$ cat config.mk
export PLATFORM = sky130hd
export DESIGN_NAME = fpra_cell
export DESIGN_NICKNAME = d
export VERILOG_FILES = /design/src/sv/fit_policy_region_allocator_defines.svh /design/src/sv/fpra_pkg.sv /design/src/sv/fpra_cell.sv
export SDC_FILE = /design/constraint.sdc
export NUM_CORES = 1
export LEC_CHECK = 0
export ABC_AREA = 1
export BUFFER_PORTS_ARGS = -buffer_cell sky130_fd_sc_hd__buf_2
export CORE_MARGIN = 2
export CORE_UTILIZATION = 31
export CTS_CLUSTER_DIAMETER = 200
export DETAILED_ROUTE_END_ITERATION = 6
export GPL_ROUTABILITY_DRIVEN = 0
export PLACE_DENSITY = 0.6
export SLEW_MARGIN = 20
export SYNTH_ARGS = -nofsm -noshare
export SYNTH_HDL_FRONTEND = slang
export SYNTH_SLANG_ARGS = --single-unit
$ cat constraint.sdc
create_clock -name aclk -period 1.5 [get_ports aclk]
set_input_delay 0 -clock aclk [delete_from_list [all_inputs] [get_ports aclk]]
set_output_delay 0 -clock aclk [all_outputs]
set_load 0.01 [all_outputs]
$ cat src/sv/fit_policy_region_allocator_defines.svh
// Assertion macros used by the allocator top module.
`ifndef FIT_POLICY_REGION_ALLOCATOR_DEFINES_SVH
`define FIT_POLICY_REGION_ALLOCATOR_DEFINES_SVH
`ifndef SYNTH
`define FPRA_ASSERT(label, clk, rstn, prop) \
    label: assert property (@(posedge clk) disable iff (!rstn) prop) \
        else $error("fpra assertion failed");
`define FPRA_ASSERT_NEXT(label, clk, rstn, cond, prop) \
    label: assert property (@(posedge clk) disable iff (!rstn) (cond) |=> (prop)) \
        else $error("fpra assertion failed");
`else
`define FPRA_ASSERT(label, clk, rstn, prop)
`define FPRA_ASSERT_NEXT(label, clk, rstn, cond, prop)
`endif
`endif

$ cat src/sv/fpra_pkg.sv
package fpra_pkg;

    localparam int TABLE_DEPTH_DEF = 256;
    localparam logic [31:0] INIT_REGION_SIZE = 32'hFFFF_FFFF;
    localparam logic [31:0] INIT_REGION_START = 32'd1;
    localparam logic [17:0] HEADER_BYTES = 18'd8;

    localparam logic [1:0] POLICY_FIRST = 2'd0;
    localparam logic [1:0] POLICY_WORST = 2'd1;
    localparam logic [1:0] POLICY_BEST = 2'd2;

    localparam logic [1:0] STATUS_OK = 2'd0;
    localparam logic [1:0] STATUS_NO_FIT = 2'd1;
    localparam logic [1:0] STATUS_FULL = 2'd2;

    typedef struct packed {
        logic        used;
        logic [31:0] size;
        logic [31:0] start;
    } entry_t;

    typedef struct packed {
        logic        upd_en;
        logic [31:0] upd_size;
        logic        app_en;
        entry_t      app_entry;
    } cell_wr_t;

    typedef enum logic [1:0] {
        S_IDLE,
        S_SCAN,
        S_COMMIT
    } state_t;

endpackage

$ cat src/sv/fpra_cell.sv
module fpra_cell import fpra_pkg::*; #(
    parameter int TABLE_DEPTH = TABLE_DEPTH_DEF,
    parameter int INDEX = 0,
    localparam int IW = $clog2(TABLE_DEPTH)
) (
    input  logic          aclk,
    input  logic          aresetn,
    input  logic          load,
    input  logic          shift,
    input  entry_t        shift_in,
    output entry_t        shift_out,
    input  cell_wr_t      wr,
    input  logic [IW-1:0] upd_idx,
    input  logic [IW-1:0] app_idx
);

    localparam logic [IW-1:0] MY_IDX = IW'(INDEX);

    entry_t entry_reg;
    entry_t shadow_reg;

    // Only the first descriptor has a defined value after reset.
    always_ff @(posedge aclk) begin
        if (!aresetn) begin
            if (INDEX == 0) begin
                entry_reg.used <= 1'b0;
                entry_reg.size <= INIT_REGION_SIZE;
                entry_reg.start <= INIT_REGION_START;
            end
        end else if (wr.app_en && app_idx == MY_IDX) begin
            entry_reg <= wr.app_entry;
        end else if (wr.upd_en && upd_idx == MY_IDX) begin
            entry_reg.size <= wr.upd_size;
        end
    end

    // The shadow copy moves one cell toward the head each scan cycle.
    always_ff @(posedge aclk) begin
        if (load) begin
            shadow_reg <= entry_reg;
        end else if (shift) begin
            shadow_reg <= shift_in;
        end
    end

    assign shift_out = shadow_reg;

endmodule

==> flow_summary.html <==
<table>
<tr><th>Metric</th><th>Value</th></tr>
<tr><th colspan="2">Power and ir drop</th></tr>
<tr><td>Cell-internal power</td><td>around 7400 uW</td></tr>
<tr><td>Part of the power in registers</td><td>approximately two fifths</td></tr>
<tr><td>Post-route total power</td><td>about 9500 uW</td></tr>
<tr><td>Standby leakage power</td><td>a little over 0.005 uW</td></tr>
<tr><td>Power density relative to cell area</td><td>979 nW/um^2</td></tr>
<tr><td>Peak VDD IR</td><td>between 0.6 and 0.7 mV</td></tr>
<tr><td>Clk network pwr share</td><td>46.9%</td></tr>
<tr><td>Power spent charging and discharging nets</td><td>roughly 2100 uW</td></tr>
<tr><td>Proportion of power drawn by combinational gates</td><td>between 10% and 20%</td></tr>
<tr><td>Fraction of power spent switching nets</td><td>between 20% and 30%</td></tr>
<tr><th colspan="2">Drt</th></tr>
<tr><td>Residual DRC count</td><td>0</td></tr>
<tr><td>Number of vias after detailed routing</td><td>6,219</td></tr>
<tr><td>Wire per inst</td><td>13.2 um</td></tr>
<tr><td>Average vias per placed instance</td><td>4.35</td></tr>
<tr><td>Count of routing violations after the opening detailed-route iteration</td><td>approximately 220</td></tr>
<tr><td>Detail Route Antenna Nets</td><td>0</td></tr>
<tr><td>Sum of routed wire length over all layers</td><td>around 19,000 um</td></tr>
<tr><td>1st-pass router iterations</td><td>5</td></tr>
<tr><th colspan="2">STA</th></tr>
<tr><td>Achievable frequency</td><td>roughly 0.73 GHz</td></tr>
<tr><td>Final setup viols</td><td>0</td></tr>
<tr><td>Slew Viols, Final</td><td>0</td></tr>
<tr><td>Sum of negative setup slack</td><td>0 ns</td></tr>
<tr><td>Setup repair after global routing missed its margin</td><td>no</td></tr>
<tr><td>Fraction of the cycle the final worst path needs</td><td>91.2%</td></tr>
<tr><td>Worst Tran Pin Value</td><td>between 0.4 and 0.5 ns</td></tr>
<tr><td>Worst slew margin relative to its limit</td><td>69.1%</td></tr>
<tr><td>Minimum clock period after layout</td><td>around 1.4 ns</td></tr>
<tr><td>Post-Route Skew</td><td>roughly 0.008 ns</td></tr>
<tr><td>Final hold violation count</td><td>0</td></tr>
<tr><th colspan="2">Clocking</th></tr>
<tr><td>Clk Latency, worst-skew pair</td><td>about 0.4 ns</td></tr>
<tr><td>Maximum number of buffers from clock root to sink</td><td>2</td></tr>
<tr><td>TritonCTS clock tree</td><td>yes</td></tr>
<tr><td>Post-cts resize count</td><td>0</td></tr>
<tr><td>Number of post-CTS setup repair buffers</td><td>0</td></tr>
<tr><td>Clock-pin transition on the worst setup and hold timing paths</td><td>approximately 0.060 ns</td></tr>
<tr><td>Clock net sink count</td><td>130</td></tr>
<tr><td># hold bufs at CTS</td><td>roughly 160</td></tr>
<tr><td>Root buffer selected by CTS</td><td>sky130_fd_sc_hd__clkbuf_16</td></tr>
<tr><td>H-tree depth</td><td>4</td></tr>
<tr><td>Cts bufs inserted</td><td>17</td></tr>
<tr><th colspan="2">Floorplanning</th></tr>
<tr><td>Area enclosed by the die boundary</td><td>approximately 20,000 um^2</td></tr>
<tr><td>Floorplan die width</td><td>approximately 140 um</td></tr>
<tr><td>Area inside the core boundary</td><td>18,800 um^2</td></tr>
<tr><td>Effective utilization at floorplan</td><td>31.7%</td></tr>
<tr><td>Y dimension of the die</td><td>142 um</td></tr>
<tr><td>Number of ports placed on the die boundary</td><td>between 200 and 250</td></tr>
<tr><td>Num rows</td><td>50</td></tr>
<tr><th colspan="2">Yosys</th></tr>
<tr><td>Area share of the largest cell type after synthesis</td><td>32.8%</td></tr>
<tr><td>Area of the mapped netlist</td><td>slightly below 6000 um^2</td></tr>
<tr><td>Area leader, netlist</td><td>sky130_fd_sc_hd__edfxtp_1</td></tr>
<tr><td>Count of yosys warnings during synthesis</td><td>0</td></tr>
<tr><td>Synth top area cells</td><td>sky130_fd_sc_hd__edfxtp_1, sky130_fd_sc_hd__dfxtp_1, sky130_fd_sc_hd__nand2_1</td></tr>
<tr><td>Gate count of the mapped netlist</td><td>between 700 and 800</td></tr>
<tr><td>Average cell area after synthesis</td><td>around 7.6 um^2</td></tr>
<tr><td>Syn Nets</td><td>about 970</td></tr>
<tr><td>Distinct cell type count after synthesis</td><td>17</td></tr>
<tr><td>Share of the yosys chip area belonging to registers</td><td>approximately 55%</td></tr>
<tr><td>Flop and latch count out of synthesis</td><td>130</td></tr>
<tr><th colspan="2">Place</th></tr>
<tr><td>Cells after DPL</td><td>approximately 1,200</td></tr>
<tr><td>IO buf count</td><td>~250</td></tr>
<tr><td>Detailed Place HPWL</td><td>11,900 um</td></tr>
<tr><th colspan="2">Global route</th></tr>
<tr><td>Met2 layer usage reported by global route</td><td>33.6%</td></tr>
<tr><td>Number of global-route vias before repair</td><td>6,160</td></tr>
<tr><td>Overflow left after global routing</td><td>0</td></tr>
<tr><td>Global Route met3 Usage</td><td>4.61%</td></tr>
<tr><td>Most Used Layer, Global Route</td><td>met2</td></tr>
<tr><td>First-pass GRT wire length</td><td>approximately 29,000 um</td></tr>
<tr><td>Global router's overall resource usage</td><td>18.5%</td></tr>
<tr><td>Maximum number of pins on one net before global-route repair</td><td>between 60 and 70</td></tr>
<tr><td>Met1 track demand over resource</td><td>between 20 and 25%</td></tr>
<tr><td>Antenna violations before repair</td><td>1</td></tr>
<tr><th colspan="2">Cells and area</th></tr>
<tr><td>Fin nets</td><td>1,367</td></tr>
<tr><td>Fill cell instance count of the final layout</td><td>between 1,500 and 2,000</td></tr>
<tr><td>Synthesis-to-finish area growth</td><td>63.5%</td></tr>
<tr><td>Fraction of final layout cells sized beyond drive strength 1</td><td>25.9%</td></tr>
<tr><td>Fin cells</td><td>about 1,400</td></tr>
<tr><th colspan="2">Worst hold path</th></tr>
<tr><td>Hold Crit Class</td><td>in -&gt; reg</td></tr>
<tr><th colspan="2">Worst setup path</th></tr>
<tr><td>Crit start category</td><td>input port</td></tr>
<tr><td>Setup CP Type</td><td>in -&gt; reg</td></tr>
<tr><td>Arrival time of data at the critical path endpoint</td><td>1.68 ns</td></tr>
<tr><td>Data required, critical path</td><td>roughly 1.8 ns</td></tr>
<tr><td>Setup crit end kind</td><td>flip-flop</td></tr>
<tr><td>Worst-path fanout max</td><td>58</td></tr>
<tr><th colspan="2">Run</th></tr>
<tr><td>Max capacitance violation total</td><td>0</td></tr>
<tr><th colspan="2">Run status</th></tr>
<tr><td>Status</td><td>finished, final reports clean</td></tr>
</table>
## critical path: stages
cell                            delay [ns]
sky130_fd_sc_hd__buf_2                0.09
sky130_fd_sc_hd__inv_1                0.04
sky130_fd_sc_hd__nor2_1               0.03
sky130_fd_sc_hd__nand2_1              0.13
sky130_fd_sc_hd__inv_1                0.09
sky130_fd_sc_hd__nand2_4              0.17
sky130_fd_sc_hd__buf_12               0.26
sky130_fd_sc_hd__nand2_1              0.09
sky130_fd_sc_hd__nand3_1              0.10
sky130_fd_sc_hd__dlygate4sd3_1        0.57
sky130_fd_sc_hd__nand2_1              0.05
## cell usage after synthesis
master                     instances
sky130_fd_sc_hd__and2_1            1
sky130_fd_sc_hd__buf_1             4
sky130_fd_sc_hd__buf_2            12
sky130_fd_sc_hd__buf_4             9
sky130_fd_sc_hd__buf_6             4
sky130_fd_sc_hd__clkbuf_1         15
sky130_fd_sc_hd__dfxtp_1          65
sky130_fd_sc_hd__edfxtp_1         65
sky130_fd_sc_hd__inv_1           103
sky130_fd_sc_hd__nand2_1         330
sky130_fd_sc_hd__nand2_2           2
sky130_fd_sc_hd__nand3_1          66
sky130_fd_sc_hd__nor2_1           62
sky130_fd_sc_hd__nor2_2           12
sky130_fd_sc_hd__o21ai_0          31
sky130_fd_sc_hd__o21ai_1           1
sky130_fd_sc_hd__or2_2             1
## routing by layer
| metal | routed length, um | vias up |
|---|---|---|
| met3 | 1170 | 40 |
| met2 | 9650 | 236 |
| met1 | 7490 | 2748 |
| li1 | - | 3195 |
| met4 | 509 | 0 |
| met5 | 0 | - |
## layout make-up
type                            count  area (um^2)  share of cell area [%]
Clock buffer                       20          457                    4.70
Timing Repair Buffer              425         3080                    31.6
Sequential cell                   130         3250                    33.5
Clock inverter                     12          181                    1.87
Tap cell                          234          293                    3.01
Inverter                          103          387                    3.98
Antenna cell                        1         2.50                  0.0257
Multi-Input combinational cell    506         2070                    21.3
## placed cells by master, fill, tap and decap left out, types with 8 or more instances in the layout
master                            n
sky130_fd_sc_hd__nand2_1        330
sky130_fd_sc_hd__buf_2          248
sky130_fd_sc_hd__dlygate4sd3_1  162
sky130_fd_sc_hd__inv_1          102
sky130_fd_sc_hd__nand3_1         66
sky130_fd_sc_hd__dfxtp_1         65
sky130_fd_sc_hd__edfxtp_1        65
sky130_fd_sc_hd__nor2_1          62
sky130_fd_sc_hd__o21ai_0         31
sky130_fd_sc_hd__clkbuf_16       17
sky130_fd_sc_hd__nor2_2          11
sky130_fd_sc_hd__buf_12           8
## logic make-up after synthesis
kind of cell / Yosys count / synth area share, %
simple gates: 474 / 32.0
buf+inv: 147 / 10.6
flops: 130 / 54.7
compound gates: 32 / 2.69
## final timing paths
path / to / slack [ns] / depth (start not counted) / start
hold reg to reg: entry_reg[0] / 0.45 / 2 / entry_reg[0]
setup / recovery: entry_reg[59] / 0.13 / 11 / wr[65]
hold / removal: shift_out[19] / 0.05 / 2 / shift
setup reg to reg: shift_out[49] / 0.77 / 2 / entry_reg[49]
## power by group through the flow
| stage | clock [uW] | sequential (uW) | combinational, uW |
|---|---|---|---|
| floorplan | 0 | 4100 | 255 |
| global placement | 0 | 4010 | 826 |
| detailed placement | 0 | 4020 | 834 |
| CTS | 4570 | 3940 | 1110 |
| global route | 4710 | 3960 | 1220 |
| finish | 4460 | 3950 | 1110 |
## per-stage QoR
stage	setup WS, ns	cell area, um^2	utilization [%]	hold WS, ns
2_1_floorplan	0.0817	5950	-	0.126
3_3_place_gp	0.272	7460	39.8	0.213
5_1_grt	0.0253	9720	51.8	0.0587
4_1_cts	0.174	9720	51.8	0.0295
6_report	0.133	9720	51.8	0.0486
3_5_place_dp	0.245	7460	39.8	0.217
Note: power is estimated with default switching activity, not from simulation.
